$ cat src/sv/dri_pkg.sv
// ----------------------------------------------------------------------------
// dri_pkg
// Shared widths, reset values, register map and pipeline types for the
// dead-reckoning integrator.
// ----------------------------------------------------------------------------
`default_nettype none

package dri_pkg;

  localparam int NUM_AXES = 3;
  localparam int ACCEL_W  = 17;  // raw acceleration
  localparam int COND_W   = 18;  // after dead band and gravity removal
  localparam int GRAV_W   = 15;
  localparam int RUN_W    = 16;
  localparam int WORD_W   = 32;  // velocity, displacement
  localparam int APB_AW   = 4;
  localparam int APB_DW   = 32;

  localparam logic signed [ACCEL_W-1:0] BAND_LOW_RST   = -17'sd64;
  localparam logic signed [ACCEL_W-1:0] BAND_HIGH_RST  = 17'sd64;
  localparam logic [GRAV_W-1:0]         GRAVITY_RST    = 15'd14890;
  localparam logic [RUN_W-1:0]          ZERO_LIMIT_RST = 16'd25;

  typedef enum logic [1:0] {
    REG_BAND_LOW   = 2'd0,
    REG_BAND_HIGH  = 2'd1,
    REG_GRAVITY    = 2'd2,
    REG_ZERO_LIMIT = 2'd3
  } reg_idx_t;

  typedef struct packed {
    logic [ACCEL_W-1:0] band_low;
    logic [ACCEL_W-1:0] band_high;
    logic [RUN_W-1:0]   zero_run_limit;
  } lane_cfg_t;

  // load strobes: an item moves into the stage at this edge
  typedef struct packed {
    logic ld_a;
    logic ld_b;
    logic ld_c;
  } pipe_ctrl_t;

  typedef struct packed {
    logic [WORD_W-1:0] speed;
    logic [WORD_W-1:0] dhalf;  // floor((v_old + v_new) / 2)
  } lane_res_t;

endpackage

`default_nettype wire

$ cat src/sv/dri_in_if.sv
// ----------------------------------------------------------------------------
// dri_in_if
// Acceleration sample channel, valid/ready.
// ----------------------------------------------------------------------------
`default_nettype none

interface dri_in_if;
  logic                                valid;
  logic                                ready;
  logic signed [dri_pkg::ACCEL_W-1:0]  accel_x;
  logic signed [dri_pkg::ACCEL_W-1:0]  accel_y;
  logic signed [dri_pkg::ACCEL_W-1:0]  accel_z;

  modport source (output valid, accel_x, accel_y, accel_z, input ready);
  modport sink   (input valid, accel_x, accel_y, accel_z, output ready);
endinterface

`default_nettype wire

$ cat src/sv/dri_out_if.sv
// ----------------------------------------------------------------------------
// dri_out_if
// Velocity / displacement result channel, valid/ready.
// ----------------------------------------------------------------------------
`default_nettype none

interface dri_out_if;
  logic                               valid;
  logic                               ready;
  logic signed [dri_pkg::WORD_W-1:0]  speed_x;
  logic signed [dri_pkg::WORD_W-1:0]  speed_y;
  logic signed [dri_pkg::WORD_W-1:0]  speed_z;
  logic signed [dri_pkg::WORD_W-1:0]  place_x;
  logic signed [dri_pkg::WORD_W-1:0]  place_y;
  logic signed [dri_pkg::WORD_W-1:0]  place_z;

  modport source (output valid, speed_x, speed_y, speed_z, place_x, place_y, place_z,
                  input ready);
  modport sink   (input valid, speed_x, speed_y, speed_z, place_x, place_y, place_z,
                  output ready);
endinterface

`default_nettype wire

$ cat src/sv/dead_reckoning_integrator_top.sv
// ----------------------------------------------------------------------------
// dead_reckoning_integrator_top
// Three-axis trapezoidal double integrator with dead band, gravity removal
// and per-axis zero-velocity update.
// ----------------------------------------------------------------------------
// Usage:
//   in_ch  : one acceleration sample (accel_x/y/z) per transaction.
//   out_ch : one result per sample: speed_x/y/z (velocity after any zero
//            clear) and place_x/y/z (displacement, wraps at 32 bits).
//   cfg_*  : APB-style register port, pready tied high. Byte address 4*i:
//            0 band_low, 1 band_high, 2 gravity_offset, 3 zero_run_limit.
//            Write only while the block is drained.
// Pipeline: four register stages, the first loaded at the input transaction
//   edge (stage A dead band/accel half-sum, B velocity + ZUPT, C velocity
//   half-sum, D merge and displacement accumulate); out_ch.valid rises when
//   stage D is loaded.
// Throughput: one sample per cycle while out_ch.ready is high; the loop that
//   sets it is the per-axis 32-bit velocity add in stage B.
// Reset (rst_n low, synchronous): velocity, displacement, prior acceleration
//   and zero counters clear; registers return to their defaults; pipeline
//   empties.
// Stall: if out_ch.ready is low the result holds; empty stages upstream keep
//   taking samples until the four stages are full, then in_ch.ready drops.
// ----------------------------------------------------------------------------
`default_nettype none

module dead_reckoning_integrator_top (
  input  logic                        clk,
  input  logic                        rst_n,
  dri_in_if.sink                      in_ch,
  dri_out_if.source                   out_ch,
  input  logic                        cfg_psel,
  input  logic                        cfg_penable,
  input  logic                        cfg_pwrite,
  input  logic [dri_pkg::APB_AW-1:0]  cfg_paddr,
  input  logic [dri_pkg::APB_DW-1:0]  cfg_pwdata,
  output logic [dri_pkg::APB_DW-1:0]  cfg_prdata,
  output logic                        cfg_pready
);
  import dri_pkg::*;

  // ---- configuration registers ----
  logic [ACCEL_W-1:0] band_low_r;
  logic [ACCEL_W-1:0] band_high_r;
  logic [GRAV_W-1:0]  gravity_r;
  logic [RUN_W-1:0]   zero_limit_r;
  logic               cfg_wr;
  reg_idx_t           cfg_idx;

  assign cfg_pready = 1'b1;
  assign cfg_wr     = cfg_psel && cfg_penable && cfg_pwrite;
  assign cfg_idx    = reg_idx_t'(cfg_paddr[3:2]);

  always_ff @(posedge clk) begin
    if (!rst_n) begin
      band_low_r   <= BAND_LOW_RST;
      band_high_r  <= BAND_HIGH_RST;
      gravity_r    <= GRAVITY_RST;
      zero_limit_r <= ZERO_LIMIT_RST;
    end else if (cfg_wr) begin
      unique case (cfg_idx)
        REG_BAND_LOW:   band_low_r   <= cfg_pwdata[ACCEL_W-1:0];
        REG_BAND_HIGH:  band_high_r  <= cfg_pwdata[ACCEL_W-1:0];
        REG_GRAVITY:    gravity_r    <= cfg_pwdata[GRAV_W-1:0];
        REG_ZERO_LIMIT: zero_limit_r <= cfg_pwdata[RUN_W-1:0];
        default: ;
      endcase
    end
  end

  // read back; the band edges are sign extended
  always_comb begin
    unique case (cfg_idx)
      REG_BAND_LOW:   cfg_prdata = {{(APB_DW-ACCEL_W){band_low_r[ACCEL_W-1]}}, band_low_r};
      REG_BAND_HIGH:  cfg_prdata = {{(APB_DW-ACCEL_W){band_high_r[ACCEL_W-1]}}, band_high_r};
      REG_GRAVITY:    cfg_prdata = {{(APB_DW-GRAV_W){1'b0}}, gravity_r};
      REG_ZERO_LIMIT: cfg_prdata = {{(APB_DW-RUN_W){1'b0}}, zero_limit_r};
      default:        cfg_prdata = '0;
    endcase
  end

  // ---- pipeline control ----
  // Each stage advances when it is empty or when the stage after it moves.
  logic       va_r, vb_r, vc_r, out_valid_r;
  logic       en_a, en_b, en_c, en_d;
  logic       ld_d;
  pipe_ctrl_t ctrl;

  always_comb begin
    en_d      = !out_valid_r || out_ch.ready;
    en_c      = !vc_r || en_d;
    en_b      = !vb_r || en_c;
    en_a      = !va_r || en_b;
    ctrl.ld_a = in_ch.valid && en_a;
    ctrl.ld_b = va_r && en_b;
    ctrl.ld_c = vb_r && en_c;
    ld_d      = vc_r && en_d;
  end

  always_ff @(posedge clk) begin
    if (!rst_n) begin
      va_r        <= 1'b0;
      vb_r        <= 1'b0;
      vc_r        <= 1'b0;
      out_valid_r <= 1'b0;
    end else begin
      if (en_a) va_r        <= in_ch.valid;
      if (en_b) vb_r        <= va_r;
      if (en_c) vc_r        <= vb_r;
      if (en_d) out_valid_r <= vc_r;
    end
  end

  assign in_ch.ready = en_a;

  // ---- lanes ----
  lane_cfg_t          lane_cfg;
  logic [ACCEL_W-1:0] accel [NUM_AXES];
  logic [GRAV_W-1:0]  grav  [NUM_AXES];
  lane_res_t          res   [NUM_AXES];
  logic [WORD_W-1:0]  speed [NUM_AXES];
  logic [WORD_W-1:0]  place [NUM_AXES];

  assign lane_cfg.band_low       = band_low_r;
  assign lane_cfg.band_high      = band_high_r;
  assign lane_cfg.zero_run_limit = zero_limit_r;

  assign accel[0] = in_ch.accel_x;
  assign accel[1] = in_ch.accel_y;
  assign accel[2] = in_ch.accel_z;
  assign grav[0]  = '0;
  assign grav[1]  = '0;
  assign grav[2]  = gravity_r;   // gravity only on z

  for (genvar g = 0; g < NUM_AXES; g++) begin : g_lane
    dri_lane u_lane (
      .clk            (clk),
      .rst_n          (rst_n),
      .ctrl           (ctrl),
      .cfg            (lane_cfg),
      .gravity_offset (grav[g]),
      .accel          (accel[g]),
      .res            (res[g])
    );
  end

  dri_merge u_merge (
    .clk   (clk),
    .rst_n (rst_n),
    .ld_d  (ld_d),
    .res   (res),
    .speed (speed),
    .place (place)
  );

  assign out_ch.valid   = out_valid_r;
  assign out_ch.speed_x = speed[0];
  assign out_ch.speed_y = speed[1];
  assign out_ch.speed_z = speed[2];
  assign out_ch.place_x = place[0];
  assign out_ch.place_y = place[1];
  assign out_ch.place_z = place[2];

  // ---- assertions ----
  logic [2:0] occupancy;
  assign occupancy = 3'($countones({va_r, vb_r, vc_r, out_valid_r}));

  a_rst_empty: assert property (@(posedge clk)
    !rst_n |=> !va_r && !vb_r && !vc_r && !out_valid_r)
    else $error("pipeline not empty after reset");

  a_full_backpressure: assert property (@(posedge clk) disable iff (!rst_n)
    !in_ch.ready |-> (va_r && vb_r && vc_r && out_valid_r))
    else $error("input stalled with an empty stage");

  a_occ_grow: assert property (@(posedge clk) disable iff (!rst_n)
    (ctrl.ld_a && !(out_valid_r && out_ch.ready)) |=> occupancy == $past(occupancy) + 3'd1)
    else $error("transaction lost or duplicated in pipeline");

  a_occ_shrink: assert property (@(posedge clk) disable iff (!rst_n)
    (!ctrl.ld_a && out_valid_r && out_ch.ready) |=> occupancy == $past(occupancy) - 3'd1)
    else $error("transaction lost or duplicated in pipeline");

endmodule

`default_nettype wire

$ cat src/sv/dri_lane.sv
// ----------------------------------------------------------------------------
// dri_lane
// One axis: dead band, gravity removal, velocity integration with
// zero-velocity update, and the displacement increment. Three stages.
// ----------------------------------------------------------------------------
`default_nettype none

module dri_lane (
  input  logic                                clk,
  input  logic                                rst_n,
  input  dri_pkg::pipe_ctrl_t                 ctrl,
  input  dri_pkg::lane_cfg_t                  cfg,
  input  logic [dri_pkg::GRAV_W-1:0]          gravity_offset,
  input  logic signed [dri_pkg::ACCEL_W-1:0]  accel,
  output dri_pkg::lane_res_t                  res
);
  import dri_pkg::*;

  // stage A
  logic              in_band;
  logic [ACCEL_W-1:0] dead;
  logic [COND_W-1:0] cond;
  logic [COND_W:0]   asum;
  logic [COND_W-1:0] prior_r;
  logic [COND_W-1:0] half_a_r;
  logic              zero_a_r;

  // stage B
  logic [WORD_W-1:0] vel_sum;
  logic [RUN_W-1:0]  run_nxt;
  logic              clear;
  logic [WORD_W-1:0] vel_r;
  logic [RUN_W-1:0]  run_r;
  logic [WORD_W-1:0] vold_b_r;
  logic [WORD_W-1:0] vnew_b_r;
  logic [WORD_W-1:0] spd_b_r;

  // stage C
  logic [WORD_W:0]   vpair;
  logic [WORD_W-1:0] dhalf_c_r;
  logic [WORD_W-1:0] spd_c_r;

  always_comb begin
    in_band = ($signed(accel) < $signed(cfg.band_high)) &&
              ($signed(accel) > $signed(cfg.band_low));
    dead    = in_band ? '0 : accel;
    cond    = {dead[ACCEL_W-1], dead} - {{(COND_W-GRAV_W){1'b0}}, gravity_offset};
    asum    = {prior_r[COND_W-1], prior_r} + {cond[COND_W-1], cond};
  end

  always_ff @(posedge clk) begin
    if (!rst_n) begin
      prior_r <= '0;
    end else if (ctrl.ld_a) begin
      prior_r <= cond;
    end
  end

  always_ff @(posedge clk) begin
    if (ctrl.ld_a) begin
      half_a_r <= asum[COND_W:1];  // arithmetic floor halving
      zero_a_r <= (cond == '0);
    end
  end

  always_comb begin
    vel_sum = vel_r + {{(WORD_W-COND_W){half_a_r[COND_W-1]}}, half_a_r};
    if (!zero_a_r) begin
      run_nxt = '0;
    end else if (run_r < cfg.zero_run_limit) begin
      run_nxt = run_r + 1'b1;
    end else begin
      run_nxt = run_r;
    end
    clear = (run_nxt >= cfg.zero_run_limit);
  end

  always_ff @(posedge clk) begin
    if (!rst_n) begin
      vel_r <= '0;
      run_r <= '0;
    end else if (ctrl.ld_b) begin
      vel_r <= clear ? '0 : vel_sum;
      run_r <= run_nxt;
    end
  end

  always_ff @(posedge clk) begin
    if (ctrl.ld_b) begin
      vold_b_r <= vel_r;
      vnew_b_r <= vel_sum;
      spd_b_r  <= clear ? '0 : vel_sum;
    end
  end

  // exact 33-bit sum, then floor halving
  assign vpair = {vold_b_r[WORD_W-1], vold_b_r} + {vnew_b_r[WORD_W-1], vnew_b_r};

  always_ff @(posedge clk) begin
    if (ctrl.ld_c) begin
      dhalf_c_r <= vpair[WORD_W:1];
      spd_c_r   <= spd_b_r;
    end
  end

  assign res.speed = spd_c_r;
  assign res.dhalf = dhalf_c_r;

endmodule

`default_nettype wire

$ cat src/sv/dri_merge.sv
// ----------------------------------------------------------------------------
// dri_merge
// Output stage: collects the three lanes, accumulates displacement and holds
// the result transaction.
// ----------------------------------------------------------------------------
`default_nettype none

module dri_merge (
  input  logic                        clk,
  input  logic                        rst_n,
  input  logic                        ld_d,
  input  dri_pkg::lane_res_t          res   [dri_pkg::NUM_AXES],
  output logic [dri_pkg::WORD_W-1:0]  speed [dri_pkg::NUM_AXES],
  output logic [dri_pkg::WORD_W-1:0]  place [dri_pkg::NUM_AXES]
);
  import dri_pkg::*;

  logic [WORD_W-1:0] place_r [NUM_AXES];
  logic [WORD_W-1:0] speed_r [NUM_AXES];

  // the displacement state is the output register itself
  always_ff @(posedge clk) begin
    if (!rst_n) begin
      for (int i = 0; i < NUM_AXES; i++) begin
        place_r[i] <= '0;
      end
    end else if (ld_d) begin
      for (int i = 0; i < NUM_AXES; i++) begin
        place_r[i] <= place_r[i] + res[i].dhalf;
      end
    end
  end

  always_ff @(posedge clk) begin
    if (ld_d) begin
      for (int i = 0; i < NUM_AXES; i++) begin
        speed_r[i] <= res[i].speed;
      end
    end
  end

  assign speed = speed_r;
  assign place = place_r;

endmodule

`default_nettype wire
$ cat src/flat_wrapper.sv
// flat-port wrapper written by rule: the top's interface ports become plain ports
module dead_reckoning_integrator_top_flat import dri_pkg::*;
  (clk, rst_n, cfg_psel, cfg_penable, cfg_pwrite, cfg_paddr, cfg_pwdata, cfg_prdata, cfg_pready, in_ch_valid, in_ch_accel_x, in_ch_accel_y, in_ch_accel_z, in_ch_ready, out_ch_valid, out_ch_speed_x, out_ch_speed_y, out_ch_speed_z, out_ch_place_x, out_ch_place_y, out_ch_place_z, out_ch_ready);
  dri_in_if in_ch_i ();
  dri_out_if out_ch_i ();
  input  logic clk;
  input  logic rst_n;
  input  logic cfg_psel;
  input  logic cfg_penable;
  input  logic cfg_pwrite;
  input  logic [dri_pkg::APB_AW-1:0] cfg_paddr;
  input  logic [dri_pkg::APB_DW-1:0] cfg_pwdata;
  output logic [dri_pkg::APB_DW-1:0] cfg_prdata;
  output logic cfg_pready;
  input wire logic [$bits(in_ch_i.valid)-1:0] in_ch_valid;
  input wire logic [$bits(in_ch_i.accel_x)-1:0] in_ch_accel_x;
  input wire logic [$bits(in_ch_i.accel_y)-1:0] in_ch_accel_y;
  input wire logic [$bits(in_ch_i.accel_z)-1:0] in_ch_accel_z;
  output wire logic [$bits(in_ch_i.ready)-1:0] in_ch_ready;
  output wire logic [$bits(out_ch_i.valid)-1:0] out_ch_valid;
  output wire logic [$bits(out_ch_i.speed_x)-1:0] out_ch_speed_x;
  output wire logic [$bits(out_ch_i.speed_y)-1:0] out_ch_speed_y;
  output wire logic [$bits(out_ch_i.speed_z)-1:0] out_ch_speed_z;
  output wire logic [$bits(out_ch_i.place_x)-1:0] out_ch_place_x;
  output wire logic [$bits(out_ch_i.place_y)-1:0] out_ch_place_y;
  output wire logic [$bits(out_ch_i.place_z)-1:0] out_ch_place_z;
  input wire logic [$bits(out_ch_i.ready)-1:0] out_ch_ready;
  assign in_ch_i.valid = in_ch_valid;
  assign in_ch_i.accel_x = in_ch_accel_x;
  assign in_ch_i.accel_y = in_ch_accel_y;
  assign in_ch_i.accel_z = in_ch_accel_z;
  assign in_ch_ready = in_ch_i.ready;
  assign out_ch_valid = out_ch_i.valid;
  assign out_ch_speed_x = out_ch_i.speed_x;
  assign out_ch_speed_y = out_ch_i.speed_y;
  assign out_ch_speed_z = out_ch_i.speed_z;
  assign out_ch_place_x = out_ch_i.place_x;
  assign out_ch_place_y = out_ch_i.place_y;
  assign out_ch_place_z = out_ch_i.place_z;
  assign out_ch_i.ready = out_ch_ready;
  dead_reckoning_integrator_top u_core (.clk(clk), .rst_n(rst_n), .in_ch(in_ch_i), .out_ch(out_ch_i), .cfg_psel(cfg_psel), .cfg_penable(cfg_penable), .cfg_pwrite(cfg_pwrite), .cfg_paddr(cfg_paddr), .cfg_pwdata(cfg_pwdata), .cfg_prdata(cfg_prdata), .cfg_pready(cfg_pready));
endmodule
$ cat config.mk
export PLATFORM = sky130hd
export DESIGN_NAME = dead_reckoning_integrator_top_flat
export DESIGN_NICKNAME = d
export VERILOG_FILES = /design/src/sv/dri_pkg.sv /design/src/sv/dri_in_if.sv /design/src/sv/dri_out_if.sv /design/src/sv/dead_reckoning_integrator_top.sv /design/src/sv/dri_lane.sv /design/src/sv/dri_merge.sv /design/src/flat_wrapper.sv
export SDC_FILE = /design/constraint.sdc
export NUM_CORES = 2
export LEC_CHECK = 0
export BUFFER_PORTS_ARGS = -buffer_cell sky130_fd_sc_hd__buf_2
export CORE_MARGIN = 8
export CORE_UTILIZATION = 45
export DETAILED_ROUTE_END_ITERATION = 16
export PLACE_DENSITY_LB_ADDON = 0.05
export REMOVE_ABC_BUFFERS = 1
export SLEW_MARGIN = 20
export SYNTH_ARGS = -nofsm -noshare
export SYNTH_HDL_FRONTEND = slang
export SYNTH_HIERARCHICAL = 1
export SYNTH_SLANG_ARGS = --single-unit
$ cat constraint.sdc
create_clock -name clk -period 62 [get_ports clk]
set_input_delay 12.4 -clock clk [delete_from_list [all_inputs] [get_ports clk]]
set_output_delay 12.4 -clock clk [all_outputs]
set_load 0.05 [all_outputs]
== Word level (Yosys, flattened, before mapping) ==
Cells that the tools add are included.

* $add $sub $neg: 16
* Order comparisons: 12
* Equal/unequal tests: 3
* Mux-type cells: 13
* Reductions and logical operators: 25

{| class="wikitable"
|+ Operators with widths
! operator !! count
|-
| $add 32x32->32 || 6
|-
| $pmux 32 s4 || 1
|-
| $add 32x32->33 || 3
|-
| $mux 16 || 6
|-
| $mux 32 || 3
|-
| $logic_not 18->1 || 3
|-
| $gt 17x17->1 || 3
|-
| $lt 17x17->1 || 3
|-
| $mux 17 || 3
|-
| $add 16x1->16 const B || 3
|-
| $ge 16x16->1 || 3
|-
| $lt 16x16->1 || 3
|-
| $add 17x17->18 || 2
|-
| $add 18x18->19 || 1
|-
| $sub 17x16->18 || 1
|-
| $logic_and 1x1->1 || 9
|-
| $reduce_and 2->1 || 4
|-
| $eq 2x2->1 const B || 2
|-
| $logic_not 1->1 || 4
|-
| $logic_or 1x1->1 || 4
|-
| $eq 2x1->1 const B || 1
|-
| $logic_not 2->1 || 1
|}

* Flip-flop bits (word level): 994
* Input port bits: 94
* Output and inout port bits: 227
* Word-level logic and storage cells: 113

== Depth between registers and ports, before layout ==
* Depth after elaboration: 6
* Depth in mapped cells: 30
* Gate-level depth less buffers: 29

== By module ==
Netlist, hierarchy kept.

{| class="wikitable"
|+ Modules (own cells, without submodules)
! module !! times used !! cells an instance !! area each (sq um) !! sequential area each (sq um)
|-
| dri_lane (u_core.g_lane[0].u_lane) || 1 || 1401 || 14767.9 || 6696.4
|-
| dri_lane (u_core.g_lane[1].u_lane) || 1 || 1396 || 14710.4 || 6696.4
|-
| dri_lane (u_core.g_lane[2].u_lane) || 1 || 1369 || 14575.2 || 6696.4
|-
| dri_merge || 1 || 1050 || 10805.4 || 4804.6
|-
| dead_reckoning_integrator_top || 1 || 309 || 3171.8 || 1381.3
|}

== Worst setup path after synthesis ==
Ideal clock, no wire load.

* Path kind: input to register
* From: in out_ch_ready
* To: reg u_core.g_lane[2].u_lane.run_r[10]
* Setup time: 0.115 ns
* Arrival time: 28.482 ns
* Required time: 61.885 ns
* Setup slack: 33.403 ns
* Stages on the path: 6
* Buffers on the path: 0
* Cells stage by stage: and4b_1 -> nor2b_1 -> inv_1 -> a21oi_1 -> nor2_1 -> o21a_1

{| class="wikitable"
|+ RTL lines
! what !! RTL line !! source
|-
| from (decl) || flat_wrapper.sv:27 || <nowiki>input wire logic [$bits(out_ch_i.ready)-1:0] out_ch_ready;</nowiki>
|-
| to (signal assigned) || dri_lane.sv:84 || <nowiki>run_r <= run_nxt;</nowiki>
|-
| to (decl) || dri_lane.sv:33 || <nowiki>logic [RUN_W-1:0] run_r;</nowiki>
|}

== Final worst setup path ==
* From: in cfg_paddr[2] (netlist name)
* To: out cfg_prdata[17] (netlist name)

* Longest elaborated chain between the ends: 2
* Elaborated cells on any way between the ends: 5
* Those cells by class: eq/ne: 3; mux: 1; reduce/logical: 1

{| class="wikitable"
|+ RTL lines
! what !! RTL line !! source
|-
| from (decl) || flat_wrapper.sv:11 || <nowiki>input logic [dri_pkg::APB_AW-1:0] cfg_paddr;</nowiki>
|-
| $eq 2x2->1 (tied with other cells) || dead_reckoning_integrator_top.sv:73 || <nowiki>unique case (cfg_idx)</nowiki>
|-
| $pmux 32 s4 * || dead_reckoning_integrator_top.sv:73 ||
|-
| to (decl) || flat_wrapper.sv:13 || <nowiki>output logic [dri_pkg::APB_DW-1:0] cfg_prdata;</nowiki>
|}

Every way passes the cells marked *; elsewhere a longest branch is shown, timed or not.

==> out/results.txt <==
Count of state elements after synthesis: 996
Synthesized cell area: 0.0580 mm^2
Worst reg-to-reg setup slack: 55080 ps
Cell types with the largest area share after synthesis: edfxtp_1, dfxtp_1, ha_1, xnor2_1, mux2i_1
Power Internal: 1.47 mW
Clock group share of total power: 32.8%
Post-synth EDFFs: 633
Endpoint type of the worst setup path: output pin
Detailed-route vias per instance: 5.46
Bufs on Longest Clock Path: 3
Number of global-route vias before repair: 40600
IR drop worst, VDD: 25.3 uV
Most used cells in the layout excluding fill and tap cells: edfxtp_1, ha_1, nor2_1
CTS Buf Count: 112
Number of setup violations in the final report: 0
RSZ-0062 raised after global routing: false
Kind of path behind the tightest hold check: flip-flop to flip-flop
Slew Viols, Final: 0
Number of top-level pins: 321
H-Tree Depth: 3
Maximum operating frequency: 0.0379 GHz
Die H: 375 um
Proportion of netlist area held by the largest area contributor: 32.8%
Routed Wire Length: 145000 um
Clock tree from TritonCTS: yes
Leading register cell type out of synthesis: edfxtp_1
Crit-path max FO: 29
Total Die Area: 0.141 mm^2
First-pass GRT wire length: 230000 um
Fillers: 11700
Total Neg Setup Slack: 0 ps
Worst slew margin relative to its limit: 28.0%
Setup Fix Bufs, Post-CTS: 0
Post-synth top area cell: edfxtp_1
Yosys warning count: 6
Sequential share of power: 40.6%
Average detailed-routed wire length per instance: 19.0 um
Sink Count: 996
Clock transition at the registers of the reported paths: 60 ps
Type of origin of the critical path: input pin
Placeable core region: 0.128 mm^2
Hold_buf cts: 0
# port buffers: 302
Worst EP required: 49600 ps
Area delta synth->final: 12.4%
Via count of the routed design: 41500
Post-synthesis cell count: 5525
Net switching component of the power: 0.649 mW
Cell at the root of the clock tree: clkbuf_16
Power density over cell area: 32.5 mW/mm^2
Worst r2r path cells: 25
Final standard cell utilization of the core: 51.0%
Clk Latency, worst-skew pair: 700 ps
Fraction of layout cells with a size suffix above 1: 10.9%
Starting Density: 45.4%
Final weighted congestion in routability-driven placement: 0.874
Number of cells on the worst hold path: 0
Slew of the pin with the lowest slew margin: 1080 ps
Width of the chip: 375 um
Setup Skew: 22.1 ps
CP Class: input pin to output pin
Row Count: 131
Shortest period the worst path allows: 26420 ps
Post-detailed-placement half-perimeter wirelength: 107000 um
DRC errors left: 0
Result of the run: finished clean
Post-route clock period utilization: 42.6%
Final-stage net count: 6524
Final hold violation count: 0
Initial antenna violation count: 16
Part of the total power dissipated in combinational logic: 26.7%
Multi-input gate area: 0.0298 mm^2
Number of routed nets with antenna violations: 0
Sequential cell area: 0.0263 mm^2
Number of design-rule violations left by the first detailed-router iteration: 2511
Remaining global-route overflow: 0
Number of detailed-route iterations in the first pass: 8
Sequential-to-total area share from yosys stat: 45.3%
Synth unique cells: 121
Most common library cell in the layout ignoring fill and taps: edfxtp_1
Average cell area after synthesis: 10.5 um^2
Max-capacitance violation count: 0
Arrival time reported for the critical path endpoint: 14020 ps
Fraction of power spent switching nets: 30.6%
# resized after CTS: 0
Leak Pwr: 27.5 nW
Share of synthesized flip-flops with an asynchronous set or reset: 0%
Largest net degree at the start of global routing: 145
Overall fraction of global-route tracks in use: 20.1%
## synth_stat cells, types with 124 or more instances
cell      count
dfxtp_1     363
nor2_1      402
nand2_1     281
nand3_1     124
o21ai_0     202
a21o_1      216
xor2_1      126
mux2i_1     186
nor2b_1     188
edfxtp_1    633
xnor2_1     224
a21oi_1     365
inv_1       335
ha_1        576
## state kept, by name, summed over array words and instances (netlist names), 48 cells and up
| signal | cells |
|---|---|
| u_core/g_lane.u_lane/dhalf_c_r | 96 |
| u_core/g_lane.u_lane/spd_b_r | 96 |
| u_core/g_lane.u_lane/spd_c_r | 96 |
| u_core/g_lane.u_lane/vel_r | 96 |
| u_core/g_lane.u_lane/vnew_b_r | 96 |
| u_core/g_lane.u_lane/vold_b_r | 96 |
| u_core/u_merge/place | 96 |
| u_core/u_merge/speed | 96 |
| u_core/g_lane.u_lane/half_a_r | 54 |
| u_core/g_lane.u_lane/prior_r | 54 |
| u_core/g_lane.u_lane/run_r | 48 |
## through the flow
stage	total power [mW]	setup WS (ps)	hold slack, ps	area, um^2	cells
finish	2.12	35580	415	65200	7600
global route	2.25	35450	420	65200	7596
CTS	2.15	35600	416	65200	7595
global placement	1.44	35660	400	61300	7387
detailed placement	1.44	35600	405	61300	7387
floorplan	1.30	27360	400	57300	5385
## area by class of cell
class                   count  share of cell area (%)
flip-flops and latches    996                    40.3
multi-input cells        4050                    45.8
inverters                 339                    1.95
repair buffers            340                    2.81
diodes                      5                  0.0192
clock buffers             155                    4.94
well taps                1662                    3.19
clock inverters            53                    1.07
## critical path, cell delays in order
cell	delay, ps
buf_2	540
mux2i_1	160
nor2_1	530
buf_2	390
## cells by family (layout without fill, tap and decap cells)
logic type / after synthesis / count (layout) / synth area share (%)
simple gates: 1502 / 1502 / 13.2
compound gates: 1370 / 1370 / 15.9
flops: 996 / 996 / 45.3
fa+ha+maj: 591 / 591 / 12.9
buf+inv: 508 / 887 / 3.57
xor+xnor: 350 / 350 / 5.28
mux: 206 / 206 / 3.89
other cells: 2 / 36 / 0.0129
## power by group through the flow
stage,combinational [mW],clock (mW),sequential [mW]
floorplan,0.425,0,0.874
global placement,0.560,0,0.875
detailed placement,0.566,0,0.876
CTS,0.569,0.719,0.862
global route,0.639,0.744,0.869
finish,0.566,0.695,0.862
## per-layer routing
| layer | track usage, % | vias to the layer above | wire length (um) |
|---|---|---|---|
| li1 | - | 21000 | - |
| met1 | 28.2 | 19500 | 70000 |
| met2 | 31.7 | 764 | 63000 |
| met3 | 3.34 | 222 | 7080 |
| met4 | 6.43 | 12 | 4390 |
| met5 | 0 | - | 83 |
## path summary, 6_finish.rpt
check / from / to
setup reg to reg: u_core/band_low_r[6]$_SDFFE_PN1P_ / u_core/g_lane[0].u_lane/half_a_r[16]$_DFFE_PP_
hold / removal: u_core/g_lane[2].u_lane/spd_b_r[13]$_DFFE_PP_ / u_core/g_lane[2].u_lane/spd_c_r[13]$_DFFE_PP_
setup / recovery: cfg_paddr[2] / cfg_prdata[17]
hold reg to reg: u_core/g_lane[2].u_lane/spd_b_r[13]$_DFFE_PP_ / u_core/g_lane[2].u_lane/spd_c_r[13]$_DFFE_PP_
Power figures use the tool's default switching activity.
